File: config.mk
export PLATFORM = sky130hd
export DESIGN_NAME = ec_point_add_double_unit_top
export DESIGN_NICKNAME = d
export VERILOG_FILES = /design/src/ecpad_pkg.sv /design/src/ecpad_div.sv /design/src/ecpad_mul.sv /design/src/ecpad_datapath.sv /design/src/ecpad_ctrl.sv /design/src/ec_point_add_double_unit_top.sv
export SDC_FILE = /design/constraint.sdc
export NUM_CORES = 2
export LEC_CHECK = 0
export BUFFER_PORTS_ARGS = -buffer_cell sky130_fd_sc_hd__buf_2
export CAP_MARGIN = 10
export CORE_MARGIN = 1
export CORE_UTILIZATION = 40
export CTS_CLUSTER_DIAMETER = 30
export CTS_CLUSTER_SIZE = 40
export DETAILED_ROUTE_END_ITERATION = 12
export MAX_ROUTING_LAYER = met4
export SYNTH_ARGS = -nofsm -noshare
export SYNTH_HDL_FRONTEND = slang
export SYNTH_SLANG_ARGS = --single-unit
File: constraint.sdc
create_clock -name clk -period 33.1 [get_ports clk]
set_clock_uncertainty 0.05 [all_clocks]
set_input_delay 6.62 -clock clk [delete_from_list [all_inputs] [get_ports clk]]
set_output_delay 6.62 -clock clk [all_outputs]
set_load 0.005 [all_outputs]
File: src/ecpad_pkg.sv
// Shared types, constants and field arithmetic for the elliptic-curve point unit.
package ecpad_pkg;

    localparam int FIELD_BITS = 32;
    localparam int CNT_BITS   = $clog2(FIELD_BITS);

    localparam logic [FIELD_BITS-1:0] FIELD_ONE = {{(FIELD_BITS-1){1'b0}}, 1'b1};

    localparam logic [1:0] CMD_ADD    = 2'd0;
    localparam logic [1:0] CMD_DOUBLE = 2'd1;
    localparam logic [1:0] CMD_SUB    = 2'd2;

    localparam logic CFG_MODULUS = 1'b0;
    localparam logic CFG_CURVE_A = 1'b1;

    typedef struct packed {
        logic [1:0]            cmd;
        logic [FIELD_BITS-1:0] first_x;
        logic [FIELD_BITS-1:0] first_y;
        logic [FIELD_BITS-1:0] second_x;
        logic [FIELD_BITS-1:0] second_y;
    } request_t;

    typedef struct packed {
        logic [FIELD_BITS-1:0] result_x;
        logic [FIELD_BITS-1:0] result_y;
        logic                  degenerate;
    } result_t;

    typedef enum logic [4:0] {
        OP_NOP,
        OP_LOAD,
        OP_RED_X1,
        OP_RED_Y1,
        OP_RED_X2,
        OP_RED_Y2,
        OP_RED_A,
        OP_DEG_ZERO,
        OP_DBL_PREP,
        OP_DBL_N1,
        OP_DBL_N2,
        OP_DBL_N3,
        OP_NEG_Y2,
        OP_ADD_PREP,
        OP_INV_INIT,
        OP_EUC_DIV,
        OP_EUC_MUL,
        OP_EUC_UPD,
        OP_SLOPE,
        OP_SQR,
        OP_X3,
        OP_DIFF,
        OP_YMUL,
        OP_Y3,
        OP_EMIT
    } dp_op_t;

    typedef enum logic [2:0] {
        DD_X1,
        DD_Y1,
        DD_X2,
        DD_Y2,
        DD_A,
        DD_EUC
    } div_dst_t;

    typedef enum logic [1:0] {
        MD_NUM,
        MD_PROD,
        MD_SLOPE
    } mul_dst_t;

    typedef enum logic [5:0] {
        ST_IDLE,
        ST_RED_X1,
        ST_W_X1,
        ST_RED_Y1,
        ST_W_Y1,
        ST_RED_X2,
        ST_W_X2,
        ST_RED_Y2,
        ST_W_Y2,
        ST_RED_A,
        ST_W_A,
        ST_BRANCH,
        ST_DEG_ZERO,
        ST_DBL_MUL,
        ST_W_DBL,
        ST_DBL_N1,
        ST_DBL_N2,
        ST_DBL_N3,
        ST_NEG_Y2,
        ST_ADD_PREP,
        ST_INV_INIT,
        ST_EUC_TEST,
        ST_EUC_DIV,
        ST_W_DIV,
        ST_EUC_MUL,
        ST_W_MUL,
        ST_EUC_UPD,
        ST_SLOPE,
        ST_W_SLOPE,
        ST_SQR,
        ST_W_SQR,
        ST_X3,
        ST_DIFF,
        ST_YMUL,
        ST_W_YMUL,
        ST_Y3,
        ST_DONE
    } state_t;

    typedef struct packed {
        dp_op_t op;
    } dp_cmd_t;

    typedef struct packed {
        logic       div_busy;
        logic       mul_busy;
        logic       m_zero;
        logic       y1_zero;
        logic       g1_zero;
        logic [1:0] cmd;
    } dp_status_t;

    function automatic logic [FIELD_BITS-1:0] fadd(input logic [FIELD_BITS-1:0] a,
                                                   input logic [FIELD_BITS-1:0] b,
                                                   input logic [FIELD_BITS-1:0] m);
        logic [FIELD_BITS:0] s;
        s = {1'b0, a} + {1'b0, b};
        if (s >= {1'b0, m})
        begin
            s = s - {1'b0, m};
        end
        return s[FIELD_BITS-1:0];
    endfunction

    function automatic logic [FIELD_BITS-1:0] fsub(input logic [FIELD_BITS-1:0] a,
                                                   input logic [FIELD_BITS-1:0] b,
                                                   input logic [FIELD_BITS-1:0] m);
        logic [FIELD_BITS:0] d;
        if (a >= b)
        begin
            d = {1'b0, a} - {1'b0, b};
        end
        else
        begin
            d = {1'b0, a} + ({1'b0, m} - {1'b0, b});
        end
        return d[FIELD_BITS-1:0];
    endfunction

endpackage

File: src/ecpad_div.sv
// Restoring divider, one quotient bit per cycle.
module ecpad_div
    import ecpad_pkg::*;
(
    input  logic                  clk,
    input  logic                  rst_n,
    input  logic                  start,
    input  logic [FIELD_BITS-1:0] dividend,
    input  logic [FIELD_BITS-1:0] divisor,
    output logic                  busy,
    output logic                  done,
    output logic [FIELD_BITS-1:0] quotient,
    output logic [FIELD_BITS-1:0] remainder
);

    logic                  busy_reg, busy_next;
    logic                  done_reg, done_next;
    logic [CNT_BITS-1:0]   cnt_reg, cnt_next;
    logic [FIELD_BITS-1:0] num_reg, num_next;
    logic [FIELD_BITS-1:0] den_reg, den_next;
    logic [FIELD_BITS-1:0] quo_reg, quo_next;
    logic [FIELD_BITS-1:0] rem_reg, rem_next;
    logic [FIELD_BITS:0]   trial;
    logic [FIELD_BITS:0]   diff;
    logic                  ge;

    always_comb
    begin
        trial = {rem_reg, num_reg[FIELD_BITS-1]};
        diff  = trial - {1'b0, den_reg};
        ge    = (trial >= {1'b0, den_reg});

        busy_next = busy_reg;
        done_next = 1'b0;
        cnt_next  = cnt_reg;
        num_next  = num_reg;
        den_next  = den_reg;
        quo_next  = quo_reg;
        rem_next  = rem_reg;

        if (start)
        begin
            busy_next = 1'b1;
            cnt_next  = CNT_BITS'(FIELD_BITS - 1);
            num_next  = dividend;
            den_next  = divisor;
            quo_next  = '0;
            rem_next  = '0;
        end
        else if (busy_reg)
        begin
            rem_next = ge ? diff[FIELD_BITS-1:0] : trial[FIELD_BITS-1:0];
            quo_next = {quo_reg[FIELD_BITS-2:0], ge};
            num_next = {num_reg[FIELD_BITS-2:0], 1'b0};
            cnt_next = cnt_reg - 1'b1;
            if (cnt_reg == '0)
            begin
                busy_next = 1'b0;
                done_next = 1'b1;
            end
        end
    end

    always_ff @(posedge clk or negedge rst_n)
    begin
        if (!rst_n)
        begin
            busy_reg <= 1'b0;
            done_reg <= 1'b0;
            cnt_reg  <= '0;
        end
        else
        begin
            busy_reg <= busy_next;
            done_reg <= done_next;
            cnt_reg  <= cnt_next;
        end
    end

    always_ff @(posedge clk)
    begin
        num_reg <= num_next;
        den_reg <= den_next;
        quo_reg <= quo_next;
        rem_reg <= rem_next;
    end

    assign busy      = busy_reg;
    assign done      = done_reg;
    assign quotient  = quo_reg;
    assign remainder = rem_reg;

endmodule

File: src/ecpad_mul.sv
// Interleaved modular multiplier, one multiplier bit per cycle.
module ecpad_mul
    import ecpad_pkg::*;
(
    input  logic                  clk,
    input  logic                  rst_n,
    input  logic                  start,
    input  logic [FIELD_BITS-1:0] op_a,
    input  logic [FIELD_BITS-1:0] op_b,
    input  logic [FIELD_BITS-1:0] modulus,
    output logic                  busy,
    output logic                  done,
    output logic [FIELD_BITS-1:0] product
);

    logic                  busy_reg, busy_next;
    logic                  done_reg, done_next;
    logic [CNT_BITS-1:0]   cnt_reg, cnt_next;
    logic [FIELD_BITS-1:0] a_reg, a_next;
    logic [FIELD_BITS-1:0] b_reg, b_next;
    logic [FIELD_BITS-1:0] m_reg, m_next;
    logic [FIELD_BITS-1:0] acc_reg, acc_next;
    logic [FIELD_BITS-1:0] dbl;

    always_comb
    begin
        dbl = fadd(acc_reg, acc_reg, m_reg);

        busy_next = busy_reg;
        done_next = 1'b0;
        cnt_next  = cnt_reg;
        a_next    = a_reg;
        b_next    = b_reg;
        m_next    = m_reg;
        acc_next  = acc_reg;

        if (start)
        begin
            busy_next = 1'b1;
            cnt_next  = CNT_BITS'(FIELD_BITS - 1);
            a_next    = op_a;
            b_next    = op_b;
            m_next    = modulus;
            acc_next  = '0;
        end
        else if (busy_reg)
        begin
            acc_next = b_reg[FIELD_BITS-1] ? fadd(dbl, a_reg, m_reg) : dbl;
            b_next   = {b_reg[FIELD_BITS-2:0], 1'b0};
            cnt_next = cnt_reg - 1'b1;
            if (cnt_reg == '0)
            begin
                busy_next = 1'b0;
                done_next = 1'b1;
            end
        end
    end

    always_ff @(posedge clk or negedge rst_n)
    begin
        if (!rst_n)
        begin
            busy_reg <= 1'b0;
            done_reg <= 1'b0;
            cnt_reg  <= '0;
        end
        else
        begin
            busy_reg <= busy_next;
            done_reg <= done_next;
            cnt_reg  <= cnt_next;
        end
    end

    always_ff @(posedge clk)
    begin
        a_reg   <= a_next;
        b_reg   <= b_next;
        m_reg   <= m_next;
        acc_reg <= acc_next;
    end

    assign busy    = busy_reg;
    assign done    = done_reg;
    assign product = acc_reg;

endmodule

File: src/ecpad_datapath.sv
// Datapath: configuration, working registers, shared divider and multiplier, result register.
module ecpad_datapath
    import ecpad_pkg::*;
(
    input  logic                  clk,
    input  logic                  rst_n,
    input  logic                  cfg_we,
    input  logic                  cfg_index,
    input  logic [FIELD_BITS-1:0] cfg_data,
    input  request_t              req_data,
    input  dp_cmd_t               dp_cmd,
    output dp_status_t            dp_status,
    output result_t               res_data
);

    logic [FIELD_BITS-1:0] mod_reg, mod_next;
    logic [FIELD_BITS-1:0] ca_cfg_reg, ca_cfg_next;

    logic [1:0]            cmd_reg, cmd_next;
    logic [FIELD_BITS-1:0] x1_reg, x1_next;
    logic [FIELD_BITS-1:0] y1_reg, y1_next;
    logic [FIELD_BITS-1:0] x2_reg, x2_next;
    logic [FIELD_BITS-1:0] y2_reg, y2_next;
    logic [FIELD_BITS-1:0] ca_reg, ca_next;
    logic [FIELD_BITS-1:0] num_reg, num_next;
    logic [FIELD_BITS-1:0] den_reg, den_next;
    logic [FIELD_BITS-1:0] xsum_reg, xsum_next;
    logic [FIELD_BITS-1:0] tmp_reg, tmp_next;
    logic [FIELD_BITS-1:0] u_reg, u_next;
    logic [FIELD_BITS-1:0] u1_reg, u1_next;
    logic [FIELD_BITS-1:0] g_reg, g_next;
    logic [FIELD_BITS-1:0] g1_reg, g1_next;
    logic [FIELD_BITS-1:0] s_reg, s_next;
    logic [FIELD_BITS-1:0] prod_reg, prod_next;
    logic [FIELD_BITS-1:0] rx_reg, rx_next;
    logic [FIELD_BITS-1:0] ry_reg, ry_next;
    logic                  deg_reg, deg_next;
    result_t               out_reg, out_next;
    div_dst_t              div_dst_reg, div_dst_next;
    mul_dst_t              mul_dst_reg, mul_dst_next;

    logic                  div_start, div_busy, div_done;
    logic [FIELD_BITS-1:0] div_dividend, div_divisor, div_quo, div_rem;
    logic                  mul_start, mul_busy, mul_done;
    logic [FIELD_BITS-1:0] mul_a, mul_b, mul_prod;
    logic [FIELD_BITS-1:0] q_mod;

    ecpad_div u_div (
        .clk       (clk),
        .rst_n     (rst_n),
        .start     (div_start),
        .dividend  (div_dividend),
        .divisor   (div_divisor),
        .busy      (div_busy),
        .done      (div_done),
        .quotient  (div_quo),
        .remainder (div_rem)
    );

    ecpad_mul u_mul (
        .clk     (clk),
        .rst_n   (rst_n),
        .start   (mul_start),
        .op_a    (mul_a),
        .op_b    (mul_b),
        .modulus (mod_reg),
        .busy    (mul_busy),
        .done    (mul_done),
        .product (mul_prod)
    );

    assign q_mod = (div_quo == mod_reg) ? '0 : div_quo;

    always_comb
    begin
        div_start    = 1'b0;
        div_dividend = x1_reg;
        div_divisor  = mod_reg;
        div_dst_next = div_dst_reg;
        mul_start    = 1'b0;
        mul_a        = x1_reg;
        mul_b        = x1_reg;
        mul_dst_next = mul_dst_reg;

        unique case (dp_cmd.op)
            OP_RED_X1:
            begin
                div_start    = 1'b1;
                div_dividend = x1_reg;
                div_dst_next = DD_X1;
            end
            OP_RED_Y1:
            begin
                div_start    = 1'b1;
                div_dividend = y1_reg;
                div_dst_next = DD_Y1;
            end
            OP_RED_X2:
            begin
                div_start    = 1'b1;
                div_dividend = x2_reg;
                div_dst_next = DD_X2;
            end
            OP_RED_Y2:
            begin
                div_start    = 1'b1;
                div_dividend = y2_reg;
                div_dst_next = DD_Y2;
            end
            OP_RED_A:
            begin
                div_start    = 1'b1;
                div_dividend = ca_cfg_reg;
                div_dst_next = DD_A;
            end
            OP_EUC_DIV:
            begin
                div_start    = 1'b1;
                div_dividend = g_reg;
                div_divisor  = g1_reg;
                div_dst_next = DD_EUC;
            end
            OP_DBL_PREP:
            begin
                mul_start    = 1'b1;
                mul_a        = x1_reg;
                mul_b        = x1_reg;
                mul_dst_next = MD_NUM;
            end
            OP_EUC_MUL:
            begin
                mul_start    = 1'b1;
                mul_a        = q_mod;
                mul_b        = u1_reg;
                mul_dst_next = MD_PROD;
            end
            OP_SLOPE:
            begin
                mul_start    = 1'b1;
                mul_a        = num_reg;
                mul_b        = u_reg;
                mul_dst_next = MD_SLOPE;
            end
            OP_SQR:
            begin
                mul_start    = 1'b1;
                mul_a        = s_reg;
                mul_b        = s_reg;
                mul_dst_next = MD_PROD;
            end
            OP_YMUL:
            begin
                mul_start    = 1'b1;
                mul_a        = s_reg;
                mul_b        = tmp_reg;
                mul_dst_next = MD_PROD;
            end
            default:
            begin
            end
        endcase
    end

    always_comb
    begin
        mod_next    = mod_reg;
        ca_cfg_next = ca_cfg_reg;
        if (cfg_we)
        begin
            unique case (cfg_index)
                CFG_MODULUS: mod_next    = cfg_data;
                CFG_CURVE_A: ca_cfg_next = cfg_data;
                default:     mod_next    = mod_reg;
            endcase
        end
    end

    always_comb
    begin
        cmd_next  = cmd_reg;
        x1_next   = x1_reg;
        y1_next   = y1_reg;
        x2_next   = x2_reg;
        y2_next   = y2_reg;
        ca_next   = ca_reg;
        num_next  = num_reg;
        den_next  = den_reg;
        xsum_next = xsum_reg;
        tmp_next  = tmp_reg;
        u_next    = u_reg;
        u1_next   = u1_reg;
        g_next    = g_reg;
        g1_next   = g1_reg;
        s_next    = s_reg;
        prod_next = prod_reg;
        rx_next   = rx_reg;
        ry_next   = ry_reg;
        deg_next  = deg_reg;
        out_next  = out_reg;

        unique case (dp_cmd.op)
            OP_LOAD:
            begin
                cmd_next = req_data.cmd;
                x1_next  = req_data.first_x;
                y1_next  = req_data.first_y;
                x2_next  = req_data.second_x;
                y2_next  = req_data.second_y;
                rx_next  = '0;
                ry_next  = '0;
                deg_next = 1'b0;
            end
            OP_DEG_ZERO:
            begin
                deg_next = 1'b1;
            end
            OP_DBL_PREP:
            begin
                den_next  = fadd(y1_reg, y1_reg, mod_reg);
                xsum_next = fadd(x1_reg, x1_reg, mod_reg);
            end
            OP_DBL_N1:
            begin
                tmp_next = fadd(num_reg, num_reg, mod_reg);
            end
            OP_DBL_N2:
            begin
                tmp_next = fadd(tmp_reg, num_reg, mod_reg);
            end
            OP_DBL_N3:
            begin
                num_next = fadd(tmp_reg, ca_reg, mod_reg);
            end
            OP_NEG_Y2:
            begin
                y2_next = fsub('0, y2_reg, mod_reg);
            end
            OP_ADD_PREP:
            begin
                den_next  = fsub(x2_reg, x1_reg, mod_reg);
                num_next  = fsub(y2_reg, y1_reg, mod_reg);
                xsum_next = fadd(x1_reg, x2_reg, mod_reg);
            end
            OP_INV_INIT:
            begin
                u_next   = (mod_reg == FIELD_ONE) ? '0 : FIELD_ONE;
                u1_next  = '0;
                g_next   = den_reg;
                g1_next  = mod_reg;
                deg_next = (den_reg == '0);
            end
            OP_EUC_UPD:
            begin
                u_next  = u1_reg;
                u1_next = fsub(u_reg, prod_reg, mod_reg);
                g_next  = g1_reg;
                g1_next = div_rem;
            end
            OP_X3:
            begin
                rx_next = fsub(prod_reg, xsum_reg, mod_reg);
            end
            OP_DIFF:
            begin
                tmp_next = fsub(x1_reg, rx_reg, mod_reg);
            end
            OP_Y3:
            begin
                ry_next = fsub(prod_reg, y1_reg, mod_reg);
            end
            OP_EMIT:
            begin
                out_next.result_x   = rx_reg;
                out_next.result_y   = ry_reg;
                out_next.degenerate = deg_reg;
            end
            default:
            begin
            end
        endcase

        if (div_done)
        begin
            unique case (div_dst_reg)
                DD_X1:   x1_next = div_rem;
                DD_Y1:   y1_next = div_rem;
                DD_X2:   x2_next = div_rem;
                DD_Y2:   y2_next = div_rem;
                DD_A:    ca_next = div_rem;
                default: ca_next = ca_reg;
            endcase
        end

        if (mul_done)
        begin
            unique case (mul_dst_reg)
                MD_NUM:   num_next  = mul_prod;
                MD_PROD:  prod_next = mul_prod;
                MD_SLOPE: s_next    = mul_prod;
                default:  s_next    = s_reg;
            endcase
        end
    end

    always_ff @(posedge clk or negedge rst_n)
    begin
        if (!rst_n)
        begin
            mod_reg    <= FIELD_BITS'(23);
            ca_cfg_reg <= FIELD_ONE;
        end
        else
        begin
            mod_reg    <= mod_next;
            ca_cfg_reg <= ca_cfg_next;
        end
    end

    always_ff @(posedge clk)
    begin
        cmd_reg     <= cmd_next;
        x1_reg      <= x1_next;
        y1_reg      <= y1_next;
        x2_reg      <= x2_next;
        y2_reg      <= y2_next;
        ca_reg      <= ca_next;
        num_reg     <= num_next;
        den_reg     <= den_next;
        xsum_reg    <= xsum_next;
        tmp_reg     <= tmp_next;
        u_reg       <= u_next;
        u1_reg      <= u1_next;
        g_reg       <= g_next;
        g1_reg      <= g1_next;
        s_reg       <= s_next;
        prod_reg    <= prod_next;
        rx_reg      <= rx_next;
        ry_reg      <= ry_next;
        deg_reg     <= deg_next;
        out_reg     <= out_next;
        div_dst_reg <= div_dst_next;
        mul_dst_reg <= mul_dst_next;
    end

    assign dp_status.div_busy = div_busy;
    assign dp_status.mul_busy = mul_busy;
    assign dp_status.m_zero   = (mod_reg == '0);
    assign dp_status.y1_zero  = (y1_reg == '0);
    assign dp_status.g1_zero  = (g1_reg == '0);
    assign dp_status.cmd      = cmd_reg;
    assign res_data           = out_reg;

endmodule

File: src/ecpad_ctrl.sv
// Controller: sequences reductions, slope, Euclid inverse and point formulas; drives the handshakes.
module ecpad_ctrl
    import ecpad_pkg::*;
(
    input  logic       clk,
    input  logic       rst_n,
    input  logic       req_valid,
    output logic       req_stall,
    output logic       res_valid,
    input  logic       res_stall,
    input  dp_status_t dp_status,
    output dp_cmd_t    dp_cmd
);

    state_t state_reg, state_next;
    logic   res_valid_reg, res_valid_next;
    logic   slot_free;

    assign slot_free = !res_valid_reg || !res_stall;

    always_comb
    begin
        state_next = state_reg;
        unique case (state_reg)
            ST_IDLE:
            begin
                if (req_valid)
                begin
                    state_next = dp_status.m_zero ? ST_DONE : ST_RED_X1;
                end
            end
            ST_RED_X1:   state_next = ST_W_X1;
            ST_W_X1:     state_next = dp_status.div_busy ? ST_W_X1 : ST_RED_Y1;
            ST_RED_Y1:   state_next = ST_W_Y1;
            ST_W_Y1:     state_next = dp_status.div_busy ? ST_W_Y1 : ST_RED_X2;
            ST_RED_X2:   state_next = ST_W_X2;
            ST_W_X2:     state_next = dp_status.div_busy ? ST_W_X2 : ST_RED_Y2;
            ST_RED_Y2:   state_next = ST_W_Y2;
            ST_W_Y2:     state_next = dp_status.div_busy ? ST_W_Y2 : ST_RED_A;
            ST_RED_A:    state_next = ST_W_A;
            ST_W_A:      state_next = dp_status.div_busy ? ST_W_A : ST_BRANCH;
            ST_BRANCH:
            begin
                priority if (dp_status.cmd == CMD_DOUBLE)
                begin
                    state_next = dp_status.y1_zero ? ST_DEG_ZERO : ST_DBL_MUL;
                end
                else if (dp_status.cmd == CMD_SUB)
                begin
                    state_next = ST_NEG_Y2;
                end
                else
                begin
                    state_next = ST_ADD_PREP;
                end
            end
            ST_DEG_ZERO: state_next = ST_DONE;
            ST_DBL_MUL:  state_next = ST_W_DBL;
            ST_W_DBL:    state_next = dp_status.mul_busy ? ST_W_DBL : ST_DBL_N1;
            ST_DBL_N1:   state_next = ST_DBL_N2;
            ST_DBL_N2:   state_next = ST_DBL_N3;
            ST_DBL_N3:   state_next = ST_INV_INIT;
            ST_NEG_Y2:   state_next = ST_ADD_PREP;
            ST_ADD_PREP: state_next = ST_INV_INIT;
            ST_INV_INIT: state_next = ST_EUC_TEST;
            ST_EUC_TEST: state_next = dp_status.g1_zero ? ST_SLOPE : ST_EUC_DIV;
            ST_EUC_DIV:  state_next = ST_W_DIV;
            ST_W_DIV:    state_next = dp_status.div_busy ? ST_W_DIV : ST_EUC_MUL;
            ST_EUC_MUL:  state_next = ST_W_MUL;
            ST_W_MUL:    state_next = dp_status.mul_busy ? ST_W_MUL : ST_EUC_UPD;
            ST_EUC_UPD:  state_next = ST_EUC_TEST;
            ST_SLOPE:    state_next = ST_W_SLOPE;
            ST_W_SLOPE:  state_next = dp_status.mul_busy ? ST_W_SLOPE : ST_SQR;
            ST_SQR:      state_next = ST_W_SQR;
            ST_W_SQR:    state_next = dp_status.mul_busy ? ST_W_SQR : ST_X3;
            ST_X3:       state_next = ST_DIFF;
            ST_DIFF:     state_next = ST_YMUL;
            ST_YMUL:     state_next = ST_W_YMUL;
            ST_W_YMUL:   state_next = dp_status.mul_busy ? ST_W_YMUL : ST_Y3;
            ST_Y3:       state_next = ST_DONE;
            ST_DONE:     state_next = slot_free ? ST_IDLE : ST_DONE;
            default:     state_next = ST_IDLE;
        endcase
    end

    always_comb
    begin
        dp_cmd.op = OP_NOP;
        unique case (state_reg)
            ST_IDLE:     dp_cmd.op = req_valid ? OP_LOAD : OP_NOP;
            ST_RED_X1:   dp_cmd.op = OP_RED_X1;
            ST_RED_Y1:   dp_cmd.op = OP_RED_Y1;
            ST_RED_X2:   dp_cmd.op = OP_RED_X2;
            ST_RED_Y2:   dp_cmd.op = OP_RED_Y2;
            ST_RED_A:    dp_cmd.op = OP_RED_A;
            ST_DEG_ZERO: dp_cmd.op = OP_DEG_ZERO;
            ST_DBL_MUL:  dp_cmd.op = OP_DBL_PREP;
            ST_DBL_N1:   dp_cmd.op = OP_DBL_N1;
            ST_DBL_N2:   dp_cmd.op = OP_DBL_N2;
            ST_DBL_N3:   dp_cmd.op = OP_DBL_N3;
            ST_NEG_Y2:   dp_cmd.op = OP_NEG_Y2;
            ST_ADD_PREP: dp_cmd.op = OP_ADD_PREP;
            ST_INV_INIT: dp_cmd.op = OP_INV_INIT;
            ST_EUC_DIV:  dp_cmd.op = OP_EUC_DIV;
            ST_EUC_MUL:  dp_cmd.op = OP_EUC_MUL;
            ST_EUC_UPD:  dp_cmd.op = OP_EUC_UPD;
            ST_SLOPE:    dp_cmd.op = OP_SLOPE;
            ST_SQR:      dp_cmd.op = OP_SQR;
            ST_X3:       dp_cmd.op = OP_X3;
            ST_DIFF:     dp_cmd.op = OP_DIFF;
            ST_YMUL:     dp_cmd.op = OP_YMUL;
            ST_Y3:       dp_cmd.op = OP_Y3;
            ST_DONE:     dp_cmd.op = slot_free ? OP_EMIT : OP_NOP;
            default:     dp_cmd.op = OP_NOP;
        endcase
    end

    always_comb
    begin
        if ((state_reg == ST_DONE) && slot_free)
        begin
            res_valid_next = 1'b1;
        end
        else
        begin
            res_valid_next = res_valid_reg && res_stall;
        end
    end

    always_ff @(posedge clk or negedge rst_n)
    begin
        if (!rst_n)
        begin
            state_reg     <= ST_IDLE;
            res_valid_reg <= 1'b0;
        end
        else
        begin
            state_reg     <= state_next;
            res_valid_reg <= res_valid_next;
        end
    end

    assign req_stall = (state_reg != ST_IDLE);
    assign res_valid = res_valid_reg;

endmodule

File: src/ec_point_add_double_unit_top.sv
// Top level of the affine elliptic-curve point add, double and subtract unit.
//
// Request channel (req_valid, req_stall, req_data): a request carries a command
// (add, double, subtract) and two affine points; it is taken when req_valid is
// high and req_stall low. Result channel (res_valid, res_stall, res_data): the
// resulting point and a degenerate flag, held unchanged while res_stall is high.
// Configuration (cfg_we, cfg_index, cfg_data): index 0 is the field modulus,
// index 1 the curve coefficient a; write only while the unit is idle.
// One request is worked on at a time. A subtract negates the second y, then runs
// as an add; a double first forms 3x^2 + a. The slope inverse runs extended
// Euclid steps until the remainder is zero. A zero modulus goes straight to the
// result; a double with y zero skips the slope. Reductions, Euclid quotients and
// products use the shared one-bit-a-cycle divider and multiplier.
// A finished result waits in the output register while the next request is
// taken and worked on; a stalled result only holds the unit once that next
// result is ready too. Reset clears the controller, drops any pending result
// and restores modulus 23 and a = 1.
module ec_point_add_double_unit_top
    import ecpad_pkg::*;
(
    input  logic                  clk,
    input  logic                  rst_n,
    input  logic                  req_valid,
    output logic                  req_stall,
    input  request_t              req_data,
    output logic                  res_valid,
    input  logic                  res_stall,
    output result_t               res_data,
    input  logic                  cfg_we,
    input  logic                  cfg_index,
    input  logic [FIELD_BITS-1:0] cfg_data
);

    dp_cmd_t    dp_cmd;
    dp_status_t dp_status;

    ecpad_ctrl u_ctrl (
        .clk       (clk),
        .rst_n     (rst_n),
        .req_valid (req_valid),
        .req_stall (req_stall),
        .res_valid (res_valid),
        .res_stall (res_stall),
        .dp_status (dp_status),
        .dp_cmd    (dp_cmd)
    );

    ecpad_datapath u_datapath (
        .clk       (clk),
        .rst_n     (rst_n),
        .cfg_we    (cfg_we),
        .cfg_index (cfg_index),
        .cfg_data  (cfg_data),
        .req_data  (req_data),
        .dp_cmd    (dp_cmd),
        .dp_status (dp_status),
        .res_data  (res_data)
    );

endmodule
* Yosys cells after proc, flatten, opt, wreduce, memory -nomap -nowiden
Index checks and enable logic that the tools add are counted.
** Cells by class
- Add/subtract/negate cells :: 38
- $mul :: 0
- Divide/modulo/power cells :: 0
- Order comparisons :: 16
- Equal/unequal tests :: 71
- Shift operators :: 0
- Multiplexer cells :: 95
- Bitwise logic cells :: 1
- Reductions and logical operators :: 37
** Operators by type and width (number)
- 32-bit 2-to-1 mux :: 36
- 32-bit subtractor :: 21
- 32-bit one-hot mux with 2 select lines :: 10
- 33-bit by 32-bit greater-or-equal comparator with 1-bit output :: 9
- 32-bit by 32-bit adder with 33-bit output :: 8
- 6-bit one-hot mux with 34 select lines :: 1
- 32-bit adder :: 6
- 32-bit greater-or-equal comparator :: 6
- 32-bit one-hot mux with 3 select lines :: 2
- 32-bit one-hot mux with 5 select lines :: 1
- 32-bit logical NOT :: 4
- 32-bit one-hot mux with 4 select lines :: 1
- 5-bit one-hot mux with 24 select lines :: 1
- 6-bit by 5-bit equality test with 1-bit output (second input constant) :: 16
- 6-bit by 4-bit equality test with 1-bit output (second input constant) :: 8
- 5-bit equality test (second input constant) :: 9
- 5-bit by 4-bit equality test with 1-bit output (second input constant) :: 8
- 32-bit by 1-bit equality test with 1-bit output (second input constant) :: 1
- 32-bit equality test :: 1
- 1-bit by 32-bit greater-or-equal comparator with 1-bit output (first input constant) :: 1
- 1-bit by 32-bit subtractor with 32-bit output (first input constant) :: 1
- 6-bit equality test (second input constant) :: 5
- 1-bit 2-to-1 mux :: 28
- 5-bit 2-to-1 mux :: 5
- 35 further kinds :: 69
** Storage, ports and cells
- Register bits after elaboration :: 958
- Bits in latches :: 0
- Bits in writable memories :: 0
- Bits in read-only memories :: 0
- Bits of input ports :: 168
- Output and inout bits :: 67
- Logic and storage cells :: 300
- Memories :: 0

* Depth between registers and ports, before layout
- Word-level depth :: 8
- Depth in mapped cells :: 41
- Depth with buffers taken out :: 37

* By module
A second synthesis with hierarchy kept.
** Second synthesis, totals
- Cell total of the unflattened synthesis :: 10530
- Area, all modules :: 90112.7 sq um
** Modules (own cells, without submodules)
- ecpad_datapath :: instances 1, cells an instance 8523, area each 70973.1 sq um, seq. area each 18534.0 sq um
- ecpad_mul :: instances 1, cells an instance 1179, area each 10916.7 sq um, seq. area each 3698.5 sq um
- ecpad_div :: instances 1, cells an instance 670, area each 7015.5 sq um, seq. area each 3378.2 sq um
- ecpad_ctrl :: instances 1, cells an instance 158, area each 1207.4 sq um, seq. area each 175.2 sq um

* Worst setup path before layout
OpenSTA, ideal clock, no wires.
- Path kind :: reg2reg
- Start :: register u_ctrl.state_reg[1]
- End :: register u_datapath.g1_reg[0], enable pin
- Setup time :: 0.795 ns
- Arrival :: 10.009 ns
- Data required time :: 32.255 ns
- Path slack :: 22.246 ns
- Stages on the path, launching flop included :: 5
- Buffers on the path :: 2
- Period minus slack after synthesis :: 10.854 ns
- Cells stage by stage :: dfrtp_1 > clkbuf_1 > or2_2 > clkbuf_1 > o21ai_0
** Between the ends
- Longest elaborated chain between the ends :: 4
- Elaborated cells on any way between the ends :: 28
- Classes of those cells :: eq/ne (25); mux (1); reduce/logical (2)
** Ends and longest elaborated chain
- start, declared :: RTL line ecpad_ctrl.sv:15 : state_t state_reg, state_next;
- start signal, assigned :: RTL line ecpad_ctrl.sv:139 : state_reg <= state_next;
- 6-bit equality test (tied with other cells) :: RTL line ecpad_ctrl.sv:89 : unique case (state_reg)
- 5-bit one-hot mux with 24 select lines * :: RTL line ecpad_ctrl.sv:89
- 5-bit by 4-bit equality test with 1-bit output or 5-bit equality test (tied branches) :: RTL line ecpad_datapath.sv:201 : unique case (dp_cmd.op)
- 2-bit nonzero test (no line) *
- end signal, assigned :: RTL line ecpad_datapath.sv:334 : g1_reg <= g1_next;
- end, declared :: RTL line ecpad_datapath.sv:32 : logic [FIELD_BITS-1:0] g1_reg, g1_next;
Every way passes the cells marked *; elsewhere a longest branch is shown, timed or not.
A chain may end at the register's enable or synchronous reset.

* Final worst setup path
- Start :: register u_datapath.u_mul.m_reg[1]
- End :: register u_datapath.u_mul.acc_reg[21] (netlist: u_datapath.u_mul.product[21])
** Between the ends
- Longest elaborated chain between the ends :: 6
- Elaborated cells on any way between the ends :: 8
- Classes of those cells :: add/sub (3); order compare (2); mux (3)
** Ends and longest elaborated chain
- start, declared :: RTL line ecpad_mul.sv:21 : logic [FIELD_BITS-1:0] m_reg, m_next;
- start signal, assigned :: RTL line ecpad_mul.sv:79 : m_reg <= m_next;
- 32-bit subtractor or 33-bit by 32-bit greater-or-equal comparator with 1-bit output (tied branches) :: RTL line ecpad_pkg.sv:133, ecpad_pkg.sv:131
- 32-bit 2-to-1 mux :: RTL line ecpad_pkg.sv:131 : if (s >= {1'b0, m})
- 32-bit by 32-bit adder with 33-bit output :: RTL line ecpad_pkg.sv:130 : s = {1'b0, a} + {1'b0, b};
- 32-bit subtractor or 33-bit by 32-bit greater-or-equal comparator with 1-bit output (tied branches) :: RTL line ecpad_pkg.sv:133, ecpad_pkg.sv:131
- 32-bit 2-to-1 mux :: RTL line ecpad_pkg.sv:131
- 32-bit 2-to-1 mux * :: RTL line ecpad_mul.sv:48 : acc_next = b_reg[FIELD_BITS-1] ? fadd(dbl, a_reg, m_reg) : dbl;
- end signal, assigned :: RTL line ecpad_mul.sv:80 : acc_reg <= acc_next;
- end, declared :: RTL line ecpad_mul.sv:22 : logic [FIELD_BITS-1:0] acc_reg, acc_next;
Marks and branches as above.

==> qor.csv <==
stage,metric,value,unit
worst_setup_path,slowest_stage,or4_1,
cts,htreeDepth,5,
cts,hold_buffers,0,
floorplan,fp.dieW,473,um
worst_setup_path,cp_max_fo,51,
place,gp_congestion,1.09,
global_routing,antenna_found_initial,82,
floorplan,ios,235,
place,dpl.hpwl,377,mm
sta,final-setup-viol-count,0,
floorplan,fp.dieH,473,um
logic_synthesis,ys.flop_type,edfxtp_1,
sta,fmax,0.0982,GHz
route,via_count,90272,
floorplan,fp.coreArea,220000,um2
logic_synthesis,avgSynthCellArea,8.49,um2
logic_synthesis,synthXorXnorAreaFrac,0.0745,
floorplan,initial_core_util,0.403,
finish,largest_reg_flops,65,
floorplan,rows,172,
logic_synthesis,syn_area,88600,um2
logic_synthesis,ys_seq_area_frac,0.291,
logic_synthesis,yosys.area_share.simple,0.151,
logic_synthesis,synth_seq_cells,958,
cts,cts.repair.resized,0,
worst_setup_path,crit_type,flip-flop to flip-flop,
worst_setup_path,critical-path-top-delay-family,compound AO/OA/AOI/OAI gates,
global_routing,grt-ovfl-total,0,
route,post_drt_wl_per_cell,34.6,um
finish,final_nets,12027,
global_routing,grt_max_degree,98,
route,wl,488,mm
logic_synthesis,synthAdderAreaFrac,0.155,
cts,cts-buffers-inserted,298,
sta,hold_viol_final,0,
global_routing,grtUsageTotal,0.435,
worst_setup_path,slowest_delay,0.60,ns
cts,worstSkewPairLatency,0.98,ns
finish,synthToLayoutAreaGrowth,18.0,%
sta,grt_setup_unrepaired,false,
floorplan,die-area,223000,um2
sta,finalMaxSlewViolations,0,
cts,path_clk_slew,0.05,ns
logic_synthesis,yosysWarnings,0,
job,cap_viol_max_count,0,
worst_setup_path,startpoint_type,flip-flop,
logic_synthesis,netlist.area_leader.share,0.209,
worst_setup_path,arrival,10.90,ns
sta,layout_min_cycle_time,10.18,ns
place,io_buffers,234,
logic_synthesis,synth.distinct_cells,94,
route,drtIter0Drc,12880,
cts,post-cts-setup-buffers,0,
logic_synthesis,synthesis.nets,11614,
cts,clock_sinks,958,
logic_synthesis,yosysTopAreaCell,edfxtp_1,
worst_setup_path,crit_buf_inv,5,
logic_synthesis,synth_top_family_by_area,compound AO/OA/AOI/OAI gates,
route,vias_per_cell,6.40,
logic_synthesis,yosys-mux-area-fraction,0.0388,
cts,cts_tree,done,
route,firstDrtPassIters,7,
status,outcome,finished clean,
route,ant_nets,0,
hold_path,hold_path_class,flip-flop to flip-flop,
global_routing,grt_pass1_wl,656,mm
logic_synthesis,synth_commonest_cells,"991 x nand2_1, 886 x a21oi_1, 865 x ha_1",
sta,fin_setup_tns,0,ns
sta,slew_headroom,0.0121,
logic_synthesis,synth_compound_area_frac,0.238,
sta,period_share,0.308,
logic_synthesis,synth_most_common_cell,nand2_1,
route,post-route-drc-count,0,
worst_setup_path,worstPathRequired,33.82,ns
logic_synthesis,yosys-top-cells-area,"edfxtp_1 21%, ha_1 12%, dfxtp_1 5.8%",
sta,tightest_slew,1.48,ns
finish,final_layout_size_suffix_gt1_frac,0.103,
cts,cts_buffer_depth,4,
logic_synthesis,synth-edff-count,617,
global_routing,grt_pass1_vias,82470,
cts,cts_root_buf,clkbuf_16,
logic_synthesis,async_reset_ff_frac,0.0887,
logic_synthesis,synth_cells,10434,
worst_setup_path,end_kind,flip-flop,
## logic make-up after synthesis
logic type	Yosys count
flip-flops	958
buffers and inverters	1200
XOR/XNOR	754
adder cells (fa/ha/maj)	1012
AND/OR/NAND/NOR	2903
multiplexers	336
AO/OA/AOI/OAI	3271
## area by class of cell
cell class,instances,area (um2)
inverter,829,3120
tap,2958,3700
multi-input combinational,8276,58600
sequential,958,25800
timing repair buffer,484,3050
clock buffer,357,7940
clock inverter,169,2230
antenna,77,193
fill,21386,115000
## routing by layer
metal	part of all wire	vias to the layer above	global-route usage
met5	0	-	-
met4	0.075	0	0.287
met3	0.11	1335	0.116
met2	0.41	5734	0.609
met1	0.40	44088	0.547
li1	-	39115	-
## cells in the final DEF (no fill, tap or decap), drive strengths merged, types with 113 or more instances in the layout
cell type  Yosys  layout
a22oi        149     149
dfxtp        256     256
inv          828     842
nor2         799     799
nand2b       131     131
o21a         126     126
fa           147     147
nor2b        113     113
xnor2        489     489
mux2i        279     279
a21o         357     357
clkbuf       316     357
a211oi       151     151
nand4        131     131
buf           55     484
edfxtp       617     617
a21oi        886     886
nand2        991     991
ha           865     865
xor2         265     265
nor3         162     162
nand3        190     190
o21ai        765     765
## metrics by stage
stage	std cells	cell area [um2]	worst slack, ns	hold WS (ns)	util
floorplan	10434	88600	22.25	0.350	-
global placement	13505	94200	23.22	0.351	0.428
detailed placement	13505	94200	23.13	0.355	0.428
CTS	14031	104000	23.13	0.364	0.475
global route	14088	105000	22.58	0.369	0.475
finish	14108	105000	22.92	0.361	0.475
## final timing paths
check / startpoint / to / slack (ns) / cells past startpoint
max: u_datapath.u_mul.m_reg[1] / u_datapath.u_mul.product[21] / 22.92 / 37
min: u_datapath.ry_reg[31] / u_datapath.res_data[32] / 0.36 / 0
max reg2reg: u_datapath.u_mul.m_reg[1] / u_datapath.u_mul.product[21] / 22.92 / 37
min reg2reg: u_datapath.ry_reg[31] / u_datapath.res_data[32] / 0.36 / 0
max in group asynchronous: rst_n / u_datapath.u_div.busy / 26.09 / 2
min in group asynchronous: rst_n / u_datapath.u_div.cnt_reg[4] / 5.57 / 1
Power is left out: the tool's default activity adds up to more than one toggle a clock period on the data nets, which glitch-free logic cannot reach.
